### src/sv/lsfe_pkg.sv
// Shared types, constants and digit/segment helper functions for the LCD frame encoder.
`default_nettype none

package lsfe_pkg;

    localparam logic [13:0] TempMax  = 14'd9999;
    localparam logic [18:0] TimeMax  = 19'd359999;
    localparam logic [18:0] HourSecs = 19'd3600;
    localparam logic [7:0]  DashSeg  = 8'h08;
    localparam logic [7:0]  MarkBit  = 8'h80;
    localparam logic [7:0]  PointSet = 8'h01;
    localparam logic [3:0]  LastIdx  = 4'd15;

    typedef struct packed {
        logic [13:0] temp_actual;
        logic [18:0] time_actual;
        logic [13:0] temp_setpoint;
        logic [18:0] time_setpoint;
        logic        heat_icon_off;
        logic        colon_off_phase;
        logic        temp_stable;
        logic        protect_alarm;
        logic        protect_phase;
        logic        temp_set_blanked;
        logic        time_set_blanked;
    } t_in_item;

    typedef struct packed {
        logic [5:0] lcd_address;
        logic [7:0] segment_byte;
        logic       last_write;
    } t_out_item;

    typedef struct packed {
        logic heat_icon_off;
        logic colon_off_phase;
        logic temp_stable;
        logic protect_alarm;
        logic protect_phase;
        logic temp_set_blanked;
        logic time_set_blanked;
    } t_flags;

    // Decimal digits of one panel, ready for segment lookup.
    typedef struct packed {
        logic [3:0] d_thou;
        logic [3:0] d_hund;
        logic [3:0] d_tens;
        logic [3:0] d_ones;
        logic [6:0] hi;
        logic [5:0] lo;
        logic [3:0] hi_t;
        logic [3:0] lo_t;
        logic       is_zero;
        logic       is_long;
    } t_panel;

    typedef struct packed {
        t_panel act;
        t_panel set;
        t_flags flags;
    } t_split;

    typedef logic [15:0][7:0] t_frame;

    // v / 10 for v <= 9999 by reciprocal multiply.
    function automatic logic [9:0] div10(input logic [13:0] v);
        logic [27:0] p;
        p = 28'(v) * 28'd26215;
        return p[27:18];
    endfunction

    // v / 60 for v <= 359999.
    function automatic logic [12:0] div60_secs(input logic [18:0] v);
        logic [38:0] p;
        p = 39'(v) * 39'd559241;
        return p[37:25];
    endfunction

    // v / 60 for v <= 5999.
    function automatic logic [6:0] div60_mins(input logic [12:0] v);
        logic [26:0] p;
        p = 27'(v) * 27'd8739;
        return p[25:19];
    endfunction

    function automatic logic [3:0] rem10(input logic [13:0] v, input logic [9:0] q);
        logic [13:0] r;
        r = v - 14'({q, 3'b000}) - 14'({q, 1'b0});
        return r[3:0];
    endfunction

    function automatic logic [5:0] rem60(input logic [18:0] v, input logic [12:0] q);
        logic [18:0] r;
        r = v - 19'({q, 6'b000000}) + 19'({q, 2'b00});
        return r[5:0];
    endfunction

    function automatic logic [7:0] act_seg(input logic [3:0] d);
        logic [7:0] s;
        unique case (d)
            4'd0: s = 8'h77;
            4'd1: s = 8'h24;
            4'd2: s = 8'h5D;
            4'd3: s = 8'h6D;
            4'd4: s = 8'h2E;
            4'd5: s = 8'h6B;
            4'd6: s = 8'h7B;
            4'd7: s = 8'h25;
            4'd8: s = 8'h7F;
            4'd9: s = 8'h6F;
            default: s = 8'h00;
        endcase
        return s;
    endfunction

    function automatic logic [7:0] set_time_seg(input logic [3:0] d);
        logic [7:0] s;
        unique case (d)
            4'd0: s = 8'h77;
            4'd1: s = 8'h12;
            4'd2: s = 8'h5D;
            4'd3: s = 8'h5B;
            4'd4: s = 8'h3A;
            4'd5: s = 8'h6B;
            4'd6: s = 8'h6F;
            4'd7: s = 8'h52;
            4'd8: s = 8'h7F;
            4'd9: s = 8'h7B;
            default: s = 8'h00;
        endcase
        return s;
    endfunction

    function automatic logic [7:0] set_temp_seg(input logic [3:0] d);
        logic [7:0] s;
        unique case (d)
            4'd0: s = 8'hEE;
            4'd1: s = 8'h24;
            4'd2: s = 8'hBA;
            4'd3: s = 8'hB6;
            4'd4: s = 8'h74;
            4'd5: s = 8'hD6;
            4'd6: s = 8'hDE;
            4'd7: s = 8'hA4;
            4'd8: s = 8'hFE;
            4'd9: s = 8'hF6;
            default: s = 8'h00;
        endcase
        return s;
    endfunction

    // Alarm pattern for frame slot k (actual panel first, then set panel).
    function automatic logic [7:0] alarm_seg(input logic [3:0] k);
        logic [7:0] s;
        unique case (k)
            4'd1, 4'd4, 4'd12: s = 8'h7F;
            4'd9, 4'd11:       s = 8'hFE;
            default:           s = 8'hFF;
        endcase
        return s;
    endfunction

    function automatic logic [5:0] slot_addr(input logic [3:0] k);
        logic [5:0] a;
        unique case (k)
            4'd8:    a = 6'd38;
            4'd9:    a = 6'd36;
            4'd10:   a = 6'd34;
            4'd11:   a = 6'd32;
            4'd12:   a = 6'd22;
            4'd13:   a = 6'd20;
            4'd14:   a = 6'd18;
            4'd15:   a = 6'd16;
            default: a = 6'({k[2:0], 1'b0});
        endcase
        return a;
    endfunction

endpackage

`default_nettype wire

### src/sv/lsfe_digits.sv
// Six-stage pipeline that saturates the request and splits temperatures and times into digits.
`default_nettype none

module lsfe_digits (
    input  wire                    i_clk,
    input  wire                    i_rst_n,
    input  wire                    i_valid,
    output logic                   o_ready,
    input  lsfe_pkg::t_in_item     i_item,
    output logic                   o_valid,
    input  wire                    i_ready,
    output lsfe_pkg::t_split       o_split
);
    import lsfe_pkg::*;

    logic [5:0]  en;
    logic [5:0]  r_v;
    logic [13:0] w_t [2];
    logic [18:0] w_s [2];
    t_flags      w_f;

    // stage A: saturated inputs
    logic [13:0] r_a_t [2];
    logic [18:0] r_a_s [2];
    t_flags      r_a_f;
    // stage B
    logic [13:0] r_b_t [2];
    logic [18:0] r_b_s [2];
    logic [9:0]  r_b_q1 [2];
    logic [12:0] r_b_m [2];
    logic        r_b_zero [2];
    logic        r_b_long [2];
    t_flags      r_b_f;
    // stage C
    logic [3:0]  r_c_d3 [2];
    logic [5:0]  r_c_sec [2];
    logic [9:0]  r_c_q1 [2];
    logic [6:0]  r_c_q2 [2];
    logic [12:0] r_c_m [2];
    logic [6:0]  r_c_hr [2];
    logic        r_c_zero [2];
    logic        r_c_long [2];
    t_flags      r_c_f;
    // stage D
    logic [3:0]  r_d_d3 [2];
    logic [3:0]  r_d_d2 [2];
    logic [5:0]  r_d_sec [2];
    logic [6:0]  r_d_q2 [2];
    logic [3:0]  r_d_q3 [2];
    logic [5:0]  r_d_min [2];
    logic [6:0]  r_d_hr [2];
    logic [5:0]  r_d_mlo [2];
    logic        r_d_zero [2];
    logic        r_d_long [2];
    t_flags      r_d_f;
    // stage E
    logic [3:0]  r_e_d3 [2];
    logic [3:0]  r_e_d2 [2];
    logic [3:0]  r_e_d1 [2];
    logic [3:0]  r_e_d0 [2];
    logic [6:0]  r_e_hi [2];
    logic [5:0]  r_e_lo [2];
    logic        r_e_zero [2];
    logic        r_e_long [2];
    t_flags      r_e_f;
    // stage F
    t_panel      r_f_p [2];
    t_flags      r_f_f;

    assign w_t[0] = i_item.temp_actual;
    assign w_t[1] = i_item.temp_setpoint;
    assign w_s[0] = i_item.time_actual;
    assign w_s[1] = i_item.time_setpoint;

    always_comb begin
        w_f.heat_icon_off    = i_item.heat_icon_off;
        w_f.colon_off_phase  = i_item.colon_off_phase;
        w_f.temp_stable      = i_item.temp_stable;
        w_f.protect_alarm    = i_item.protect_alarm;
        w_f.protect_phase    = i_item.protect_phase;
        w_f.temp_set_blanked = i_item.temp_set_blanked;
        w_f.time_set_blanked = i_item.time_set_blanked;
    end

    // Advance a stage when it is empty or the stage after it advances.
    always_comb begin
        en[5] = !r_v[5] || i_ready;
        for (int k = 4; k >= 0; k--) begin
            en[k] = !r_v[k] || en[k+1];
        end
    end

    assign o_ready = en[0];
    assign o_valid = r_v[5];

    always_ff @(posedge i_clk) begin
        if (!i_rst_n) begin
            r_v <= '0;
        end else begin
            r_v <= (en & {r_v[4:0], i_valid}) | (~en & r_v);
        end
    end

    always_ff @(posedge i_clk) begin
        if (en[0]) begin
            for (int p = 0; p < 2; p++) begin
                r_a_t[p] <= (w_t[p] > TempMax) ? TempMax : w_t[p];
                r_a_s[p] <= (w_s[p] > TimeMax) ? TimeMax : w_s[p];
            end
            r_a_f <= w_f;
        end
        if (en[1]) begin
            for (int p = 0; p < 2; p++) begin
                r_b_t[p]    <= r_a_t[p];
                r_b_s[p]    <= r_a_s[p];
                r_b_q1[p]   <= div10(r_a_t[p]);
                r_b_m[p]    <= div60_secs(r_a_s[p]);
                r_b_zero[p] <= (r_a_s[p] == 19'd0);
                r_b_long[p] <= (r_a_s[p] >= HourSecs);
            end
            r_b_f <= r_a_f;
        end
        if (en[2]) begin
            for (int p = 0; p < 2; p++) begin
                r_c_d3[p]   <= rem10(r_b_t[p], r_b_q1[p]);
                r_c_sec[p]  <= rem60(r_b_s[p], r_b_m[p]);
                r_c_q1[p]   <= r_b_q1[p];
                r_c_q2[p]   <= 7'(div10(14'(r_b_q1[p])));
                r_c_m[p]    <= r_b_m[p];
                r_c_hr[p]   <= div60_mins(r_b_m[p]);
                r_c_zero[p] <= r_b_zero[p];
                r_c_long[p] <= r_b_long[p];
            end
            r_c_f <= r_b_f;
        end
        if (en[3]) begin
            for (int p = 0; p < 2; p++) begin
                r_d_d3[p]   <= r_c_d3[p];
                r_d_d2[p]   <= rem10(14'(r_c_q1[p]), 10'(r_c_q2[p]));
                r_d_sec[p]  <= r_c_sec[p];
                r_d_q2[p]   <= r_c_q2[p];
                r_d_q3[p]   <= 4'(div10(14'(r_c_q2[p])));
                r_d_min[p]  <= rem60(19'(r_c_m[p]), 13'(r_c_hr[p]));
                r_d_hr[p]   <= r_c_hr[p];
                r_d_mlo[p]  <= r_c_m[p][5:0];
                r_d_zero[p] <= r_c_zero[p];
                r_d_long[p] <= r_c_long[p];
            end
            r_d_f <= r_c_f;
        end
        if (en[4]) begin
            for (int p = 0; p < 2; p++) begin
                r_e_d3[p]   <= r_d_d3[p];
                r_e_d2[p]   <= r_d_d2[p];
                r_e_d1[p]   <= rem10(14'(r_d_q2[p]), 10'(r_d_q3[p]));
                r_e_d0[p]   <= r_d_q3[p];
                // hh:mm from an hour up, mm:ss below
                r_e_hi[p]   <= r_d_long[p] ? r_d_hr[p] : {1'b0, r_d_mlo[p]};
                r_e_lo[p]   <= r_d_long[p] ? r_d_min[p] : r_d_sec[p];
                r_e_zero[p] <= r_d_zero[p];
                r_e_long[p] <= r_d_long[p];
            end
            r_e_f <= r_d_f;
        end
        if (en[5]) begin
            for (int p = 0; p < 2; p++) begin
                r_f_p[p].d_thou  <= r_e_d0[p];
                r_f_p[p].d_hund  <= r_e_d1[p];
                r_f_p[p].d_tens  <= r_e_d2[p];
                r_f_p[p].d_ones  <= r_e_d3[p];
                r_f_p[p].hi      <= r_e_hi[p];
                r_f_p[p].lo      <= r_e_lo[p];
                r_f_p[p].hi_t    <= 4'(div10(14'(r_e_hi[p])));
                r_f_p[p].lo_t    <= 4'(div10(14'(r_e_lo[p])));
                r_f_p[p].is_zero <= r_e_zero[p];
                r_f_p[p].is_long <= r_e_long[p];
            end
            r_f_f <= r_e_f;
        end
    end

    always_comb begin
        o_split.act   = r_f_p[0];
        o_split.set   = r_f_p[1];
        o_split.flags = r_f_f;
    end

endmodule

`default_nettype wire

### src/sv/lsfe_encode.sv
// Segment lookup stage: turns both panels' digits and flags into sixteen pattern bytes.
`default_nettype none

module lsfe_encode (
    input  wire                 i_clk,
    input  wire                 i_rst_n,
    input  wire                 i_valid,
    output logic                o_ready,
    input  lsfe_pkg::t_split    i_split,
    output logic                o_valid,
    input  wire                 i_ready,
    output lsfe_pkg::t_frame    o_frame
);
    import lsfe_pkg::*;

    logic       r_v;
    t_frame     r_frame;
    t_frame     n_frame;
    logic [3:0] a_ho, a_lo, s_ho, s_lo;
    logic       a_colon_off;

    assign o_ready = !r_v || i_ready;
    assign o_valid = r_v;
    assign o_frame = r_frame;

    always_comb begin
        a_ho = rem10(14'(i_split.act.hi), 10'(i_split.act.hi_t));
        a_lo = rem10(14'(i_split.act.lo), 10'(i_split.act.lo_t));
        s_ho = rem10(14'(i_split.set.hi), 10'(i_split.set.hi_t));
        s_lo = rem10(14'(i_split.set.lo), 10'(i_split.set.lo_t));
        a_colon_off = !i_split.act.is_zero && i_split.flags.temp_stable
                      && i_split.flags.colon_off_phase;

        // actual panel: blank leading temperature digits
        n_frame[0] = ((i_split.act.d_thou != 4'd0) ? act_seg(i_split.act.d_thou) : 8'h00)
                     | MarkBit;
        n_frame[1] = (i_split.act.d_thou != 4'd0 || i_split.act.d_hund != 4'd0) ?
                     act_seg(i_split.act.d_hund) : 8'h00;
        n_frame[2] = act_seg(i_split.act.d_tens) | MarkBit;
        n_frame[3] = act_seg(i_split.act.d_ones)
                     | (i_split.flags.heat_icon_off ? 8'h00 : MarkBit);
        if (i_split.act.is_zero) begin
            n_frame[4] = DashSeg;
            n_frame[5] = DashSeg;
            n_frame[6] = DashSeg;
            n_frame[7] = DashSeg;
        end else begin
            n_frame[4] = act_seg(i_split.act.hi_t);
            n_frame[5] = act_seg(a_ho);
            n_frame[6] = act_seg(i_split.act.lo_t);
            n_frame[7] = act_seg(a_lo);
        end
        n_frame[6] = n_frame[6] | (a_colon_off ? 8'h00 : MarkBit);

        // set panel: blanking clears digits only, marks are ORed afterwards
        if (i_split.flags.temp_set_blanked) begin
            n_frame[8]  = 8'h00;
            n_frame[9]  = 8'h00;
            n_frame[10] = 8'h00;
            n_frame[11] = 8'h00;
        end else begin
            n_frame[8]  = (i_split.set.d_thou != 4'd0) ? set_temp_seg(i_split.set.d_thou) : 8'h00;
            n_frame[9]  = (i_split.set.d_thou != 4'd0 || i_split.set.d_hund != 4'd0) ?
                          set_temp_seg(i_split.set.d_hund) : 8'h00;
            n_frame[10] = set_temp_seg(i_split.set.d_tens);
            n_frame[11] = set_temp_seg(i_split.set.d_ones);
        end
        if (i_split.flags.time_set_blanked) begin
            n_frame[12] = 8'h00;
            n_frame[13] = 8'h00;
            n_frame[14] = 8'h00;
            n_frame[15] = 8'h00;
        end else if (i_split.set.is_zero) begin
            n_frame[12] = DashSeg;
            n_frame[13] = DashSeg;
            n_frame[14] = DashSeg;
            n_frame[15] = DashSeg;
        end else begin
            n_frame[12] = set_time_seg(i_split.set.hi_t);
            n_frame[13] = set_time_seg(s_ho);
            n_frame[14] = set_time_seg(i_split.set.lo_t);
            n_frame[15] = set_time_seg(s_lo);
        end
        n_frame[10] = n_frame[10] | PointSet;
        n_frame[13] = n_frame[13] | MarkBit;
        if (i_split.set.is_long) begin
            n_frame[15] = n_frame[15] | MarkBit;
        end else begin
            n_frame[14] = n_frame[14] | MarkBit;
        end

        // protect alarm overrides every byte
        if (i_split.flags.protect_alarm) begin
            for (int k = 0; k < 16; k++) begin
                n_frame[k] = i_split.flags.protect_phase ? alarm_seg(4'(k)) : 8'h00;
            end
        end
    end

    always_ff @(posedge i_clk) begin
        if (!i_rst_n) begin
            r_v <= 1'b0;
        end else if (o_ready) begin
            r_v <= i_valid;
        end
    end

    always_ff @(posedge i_clk) begin
        if (o_ready) begin
            r_frame <= n_frame;
        end
    end

endmodule

`default_nettype wire

### src/sv/lsfe_serial.sv
// Frame buffer that plays sixteen segment RAM writes out one per cycle while the output is not stalled.
`default_nettype none

module lsfe_serial (
    input  wire                  i_clk,
    input  wire                  i_rst_n,
    input  wire                  i_valid,
    output logic                 o_ready,
    input  lsfe_pkg::t_frame     i_frame,
    output logic                 o_valid,
    input  wire                  i_stall,
    output lsfe_pkg::t_out_item  o_item
);
    import lsfe_pkg::*;

    logic       r_v;
    logic [3:0] r_idx;
    t_frame     r_bytes;

    // Take the next frame when empty or as the last write leaves.
    assign o_ready = !r_v || (r_idx == LastIdx && !i_stall);
    assign o_valid = r_v;

    always_comb begin
        o_item.lcd_address  = slot_addr(r_idx);
        o_item.segment_byte = r_bytes[r_idx];
        o_item.last_write   = (r_idx == LastIdx);
    end

    always_ff @(posedge i_clk) begin
        if (!i_rst_n) begin
            r_v   <= 1'b0;
            r_idx <= '0;
        end else if (o_ready) begin
            r_v   <= i_valid;
            r_idx <= '0;
        end else if (!i_stall) begin
            r_idx <= r_idx + 4'd1;
        end
    end

    always_ff @(posedge i_clk) begin
        if (o_ready && i_valid) begin
            r_bytes <= i_frame;
        end
    end

endmodule

`default_nettype wire

### src/sv/lcd_segment_frame_encoder.sv
// Top level of the LCD segment frame encoder: digit pipeline, segment encoder, write serializer.
// Path: a request goes through the digit stages and the encoder register into the serializer.
// Throughput: the serializer gives one write per cycle while the output is not stalled;
//   requests are taken back to back until the pipeline's eight slots are full.
// Reset: synchronous, active low; clears all valid bits and the write counter, no clearing pass.
`default_nettype none

module lcd_segment_frame_encoder (
    input  wire                  i_clk,
    input  wire                  i_rst_n,
    input  wire                  i_in_valid,
    output logic                 o_in_stall,
    input  lsfe_pkg::t_in_item   i_in_data,
    output logic                 o_out_valid,
    input  wire                  i_out_stall,
    output lsfe_pkg::t_out_item  o_out_data
);
    import lsfe_pkg::*;

    logic   dig_ready;
    logic   dig_valid;
    t_split dig_split;
    logic   enc_ready;
    logic   enc_valid;
    t_frame enc_frame;
    logic   ser_ready;

    // Saturate the request and take each temperature and time apart into
    // decimal digits, using reciprocal multiplies in place of division.
    lsfe_digits u_digits (
        .i_clk   (i_clk),
        .i_rst_n (i_rst_n),
        .i_valid (i_in_valid),
        .o_ready (dig_ready),
        .i_item  (i_in_data),
        .o_valid (dig_valid),
        .i_ready (enc_ready),
        .o_split (dig_split)
    );

    // Map digits to segment codes per panel, OR in points, units, colon and
    // heat icon, and apply blanking and the protect alarm override.
    lsfe_encode u_encode (
        .i_clk   (i_clk),
        .i_rst_n (i_rst_n),
        .i_valid (dig_valid),
        .o_ready (enc_ready),
        .i_split (dig_split),
        .o_valid (enc_valid),
        .i_ready (ser_ready),
        .o_frame (enc_frame)
    );

    // Hold one frame and step through its sixteen addresses; the next frame
    // loads in the same cycle the last write is taken.
    lsfe_serial u_serial (
        .i_clk   (i_clk),
        .i_rst_n (i_rst_n),
        .i_valid (enc_valid),
        .o_ready (ser_ready),
        .i_frame (enc_frame),
        .o_valid (o_out_valid),
        .i_stall (i_out_stall),
        .o_item  (o_out_data)
    );

    // Stall the request side only when the first digit stage cannot advance.
    assign o_in_stall = !dig_ready;

endmodule

`default_nettype wire

### config.mk
export PLATFORM = sky130hd
export DESIGN_NAME = lcd_segment_frame_encoder
export DESIGN_NICKNAME = d
export VERILOG_FILES = /design/src/sv/lsfe_pkg.sv /design/src/sv/lsfe_digits.sv /design/src/sv/lsfe_encode.sv /design/src/sv/lsfe_serial.sv /design/src/sv/lcd_segment_frame_encoder.sv
export SDC_FILE = /design/constraint.sdc
export NUM_CORES = 2
export LEC_CHECK = 0
export BUFFER_PORTS_ARGS = -buffer_cell sky130_fd_sc_hd__buf_2
export CAP_MARGIN = 20
export CORE_ASPECT_RATIO = 0.6
export CORE_UTILIZATION = 60
export DETAILED_ROUTE_END_ITERATION = 8
export PLACE_DENSITY = 0.77
export SETUP_SLACK_MARGIN = 0.2
export SLEW_MARGIN = 30
export SYNTH_ARGS = -nofsm -noshare
export SYNTH_HDL_FRONTEND = slang
export SYNTH_SLANG_ARGS = --single-unit
### constraint.sdc
create_clock -name i_clk -period 8.3 [get_ports i_clk]
set_input_delay 1.245 -clock i_clk [delete_from_list [all_inputs] [get_ports i_clk]]
set_output_delay 1.245 -clock i_clk [all_outputs]
set_load 0.05 [all_outputs]
# After elaboration in Yosys (flattened, before gate mapping)
# Memory sizes are Yosys's and may differ from the RTL's.
# Cells that the tools add are included.
# Widths: inputs -> output; s select.
dict set report totals {
  ff_bits 308
  ram_bits 510
  mem_bits_ro 1792
  inputBits 77
  output_inout_bits 17
  wordCells 267
  mem_count 51
}
# name depth width read_ports rd_clocked_by_memory_dff wr line
set mem_list {}
lappend mem_list {{(no name shown)} 16 7 1 0 0 lsfe_pkg.sv:101} ;# unique case (d)
lappend mem_list {{(no name shown)} 16 7 1 0 0 lsfe_pkg.sv:101}
lappend mem_list {{(no name shown)} 16 7 1 0 0 lsfe_pkg.sv:101}
lappend mem_list {{(no name shown)} 16 7 1 0 0 lsfe_pkg.sv:101}
lappend mem_list {{(no name shown)} 16 7 1 0 0 lsfe_pkg.sv:101}
lappend mem_list {{(no name shown)} 16 7 1 0 0 lsfe_pkg.sv:101}
lappend mem_list {{45 more memories} n/a n/a n/a n/a n/a n/a}
dict set report classes {
  n_addsub 29
  multipliers 14
  magnitude_cmp 7
  n_eq_ne 8
  mux 39
  n_bitwise 7
  reduce_logical 32
}
# op count
set ops {}
lappend ops {{$mux 128} 1}
lappend ops {{$mux 32} 4}
lappend ops {{$mul 7x15->22 const B} 4}
lappend ops {{$mux 8} 10}
lappend ops {{$sub 4x4->4} 20}
lappend ops {{$mul 19x20->38 const B} 2}
lappend ops {{$mul 14x15->28 const B} 2}
lappend ops {{$mul 13x14->26 const B} 2}
lappend ops {{$mul 10x15->25 const B} 2}
lappend ops {{$pmux 6 s8} 1}
lappend ops {{$mul 6x15->21 const B} 2}
lappend ops {{$ge 19x12->1 const B} 2}
lappend ops {{$gt 19x19->1 const B} 2}
lappend ops {{$logic_not 19->1} 2}
lappend ops {{$mux 19} 2}
lappend ops {{$bmux 8 s4} 1}
lappend ops {{$eq 4x4->1 const B} 8}
lappend ops {{$gt 14x14->1 const B} 2}
lappend ops {{$mux 14} 2}
lappend ops {{$mux 7} 4}
lappend ops {{$add 6x6->6} 4}
lappend ops {{$sub 6x1->6 const B} 4}
lappend ops {{$or 8x8->8} 2}
lappend ops {{$reduce_bool 4->1} 4}
lappend ops {{12 further kinds} 47}

# Logic depth before layout (Yosys ltp)
dict set report depth {
  depth_word 13
  mapped_depth 22
  ltp_nobuf 22
}

# Cells and area by module
# From an unflattened synthesis, not the netlist that was laid out.
dict set report hier_totals {
  cells_unflattened 4582
  hier_area_um2 55747.2
}
# module n_inst cells_per_inst area_each_um2 seq_area_each_um2
set by_module_without_submodules {}
lappend by_module_without_submodules {lsfe_digits 1 3478 42401.9 14233.7}
lappend by_module_without_submodules {lsfe_encode 1 859 8094.0 3563.4}
lappend by_module_without_submodules {lsfe_serial 1 244 5247.5 3943.8}
lappend by_module_without_submodules {lcd_segment_frame_encoder 1 1 3.8 0.0}

# Least setup slack after synthesis
# Ideal clock, no wire load.
dict set report synth_timing {
  path_type {input port to flip-flop}
  startpoint {input port i_out_stall}
  endpoint {register u_serial.r_bytes[0] in the netlist's numbering, enable pin}
  setup_ns 0.611
  arrival_ns 6.838
  required_ns 7.689
  slack_ns 0.851
  stages 3
  n_path_buf 0
  cell_sequence {nand2b_1 > o21a_1 > nor2b_1}
}
dict set report synth_via {
  elab_chain_cells 4
}
# item line
set synth_lines {}
lappend synth_lines {{start, declared} lcd_segment_frame_encoder.sv:15} ;# input wire i_out_stall,
lappend synth_lines {{$logic_not 1->1} lsfe_serial.sv:21} ;# assign o_ready = !r_v || (r_idx == LastIdx && !i_stall);
lappend synth_lines {{$logic_and 1x1->1} lsfe_serial.sv:21}
lappend synth_lines {{$logic_or 1x1->1} lsfe_serial.sv:21}
lappend synth_lines {{$logic_and 1x1->1} lsfe_serial.sv:43} ;# if (o_ready && i_valid) begin
lappend synth_lines {{end signal, assigned} lsfe_serial.sv:44} ;# r_bytes <= i_frame;
lappend synth_lines {{end, declared} lsfe_serial.sv:18} ;# t_frame r_bytes;
# No other way between the ends.
# A chain may end at the register's enable or synchronous reset.

==> reports/qor.csv <==
metric,value,unit
status,"complete, no violations",
period_needed,6.192,ns
diodes,0,
post-route-period-util,74.60,%
clock_skew,0.02377,ns
hold_path_class,flip-flop to flip-flop,
io_pins,94,
synth_top_cell_area_share,38.43,%
crit_type,flip-flop to flip-flop,
die_h,234.9,um
drt-initial-drc-count,2201,
gr-total-overflow,0,
cts_tree,built,
critPathRequiredTime,8.70,ns
core,0.08849,mm^2
drcViolationCount,0,
grt_max_degree,94,
cp_top_family,adder cells,
die_w,390.1,um
setup_viol,0,
yosys_warnings,0,
worst_path_most_repeated_cell,fa_1,
nets,6026,
grt_pass1_vias,32300,
drv_cap,0,
grt_busiest_layer,met1,
rsz0062_at_grt,false,
final_util,65.98,%
post_drt_wl_per_cell,17.88,um
avgSynthCellArea,12.29,um^2
synth_edf_count,694,
fmax,0.1615,GHz
tns,0,ns
synth_nets,5911,
areaGrowthSynthToFinish,7.669,%
drt-total-wl,103300,um
vias,31583,
cts_buffers,69,
placement.cell_area,0.05610,mm^2
root_buffer,clkbuf_16,
ys_seq_elements,706,
endpoint_kind,flip-flop,
worstPathArrival,6.59,ns
dr.pass1.iters,5,
clkTransAtPathRegs,0.06,ns
met3_usage,5.311,%
port_buffers,92,
gp_congestion,0.8839,
cts_resized,0,
start_util,61.28,%
gr-usage-met1,36.76,%
ctsHoldBuffers,0,
finalHoldViolations,0,
grt_antenna_before_repair,2,
synth_flop_cell,edfxtp_1,
crit_buf_inv,4,
grtUsageMet2,32.98,%
finalInstanceArea,0.05839,mm^2
ys_seq_area_share,38.87,%
avgViaCountPerCell,5.464,
startpoint_type,flip-flop,
cp_max_fo,4,
ys_types,77,
slowest_delay,0.55,ns
clock_sinks,706,
clockBufferDepth,3,
synth.most_common_cell,ha_1,
die_area,0.09163,mm^2
crit_path_top_delay_cell,fa_1,
synth_common_cells,"ha_1 (1039), inv_1 (828), edfxtp_1 (694)",
slew_headroom,37.62,%
synthTopCellsByArea,"edfxtp_1 (38%), ha_1 (24%), fa_1 (14%), inv_1 (5.7%), xnor2_1 (2.0%)",
num_rows,84,
syn_inst,4411,
drive_above_1_share,7.474,%
yosysTopAreaCell,edfxtp_1,
worstSkewPairLatency,0.64,ns
worstPathCellList,"fa_1, fa_1, fa_1, inv_1, fa_1, inv_1, fa_1, inv_1, fa_1, inv_1, ha_1, and3_1, nand3_1, o21ai_0, a41oi_2, o31ai_2, a41oi_1, a21oi_1, a21oi_1, xnor2_1",
grt_first_pass_wirelength,170000,um
ctsHtreeMaxLevel,3,
cts_setup_buffers,0,
grt.total_usage,23.36,%
worst-slew-pin-transition,0.9358,ns
dp_hpwl,81070,um
drv_slew,0,
ys_async_sr_fraction,0,%
ant_nets,0,
syn_area,0.05423,mm^2
==> worst reg2reg max path: stages (launching register included) <==
cell and delay, ns:
edfxtp_1 0.46, fa_1 0.49, fa_1 0.54, fa_1 0.55
inv_1 0.05, fa_1 0.52, inv_1 0.05, fa_1 0.50
inv_1 0.05, fa_1 0.53, inv_1 0.04, ha_1 0.28
and3_1 0.17, nand3_1 0.12, o21ai_0 0.22, a41oi_2 0.20
o31ai_2 0.43, a41oi_1 0.23, a21oi_1 0.27, a21oi_1 0.12
xnor2_1 0.13
==> stage by stage <==
stage	hold slack, ns	instances	worst slack [ns]
after CTS	0.4106	5780	2.082
after global routing	0.4136	5780	1.792
after detailed placement	0.4045	5659	2.096
after global placement	0.4004	5659	2.164
after floorplan	0.4003	4411	0.8513
final	0.4104	5780	2.108
==> routing by layer <==
metal  vias up  wire length (um)  share of wire [%]
li1      15393                 -                  -
met1     15339             52070                 50
met2       743             42670                 41
met3       106              6947                6.7
met4         2              1649                1.6
met5         -                13              0.013
==> cell type report <==
class                      instances  area (um^2)
clock inverter                    41        484.2
fill                            6432        30110
inverter                         829         3117
multi-input combinational       2814        29830
tap                             1204         1506
timing repair buffer             106        573.1
clock buffer                      80         1789
sequential                       706        21090
==> path summary, 6_finish.rpt <==
| kind | start | to | slack [ns] | cells past startpoint |
|---|---|---|---|---|
| max reg2reg | u_digits.r_a_t[0][25] | u_digits.r_b_q1[0][19] | 2.11 | 20 |
| min reg2reg | u_encode.o_frame[123] | u_serial.r_bytes[123] | 0.41 | 0 |
| max | u_digits.r_a_t[0][25] | u_digits.r_b_q1[0][19] | 2.11 | 20 |
| min | u_encode.o_frame[123] | u_serial.r_bytes[123] | 0.41 | 0 |
==> registers in the layout, summed over array words and instances (netlist names), 12 cells and up, named ones only <==
register,flops
u_digits.r_d_hr,14
u_digits.r_b_q1,20
u_digits.r_d_mlo,12
u_digits.r_f_p,65
u_digits.r_b_m,26
u_digits.r_e_hi,14
u_digits.r_e_lo,12
u_digits.r_c_m,12
u_digits.r_a_s,38
u_digits.r_a_t,28
u_digits.r_c_q2,14
u_digits.r_c_hr,14
u_digits.r_c_sec,12
u_serial.r_bytes,118
u_digits.r_b_s,12
u_digits.r_d_sec,12
u_encode.o_frame,118
==> layout by cell type, fill, tap and decap left out, drive strengths merged, types with 106 or more instances in the layout <==
cell    synthesis  routed
buf             8     106
o21ai         181     181
fa            384     384
edfxtp        694     694
xnor2         126     126
ha           1039    1039
nand2         122     122
nor2          150     150
inv           828     833
a21oi         187     187
==> kinds of logic after synthesis <==
group                      after synthesis  synth area share (%)
and+or+nand+nor                        564                 5.231
DFF                                    706                 38.87
xor gates and xnor gates               180                 2.907
muxes                                   66                 2.104
AOI/OAI and AO/OA                      580                 6.546
buffers and inverters                  891                 6.183
other                                    1              0.006915
adders and majority gates             1423                 38.15
Power is left out: the tool's default activity adds up to more than one toggle a clock period on the data nets, which glitch-free logic cannot reach.
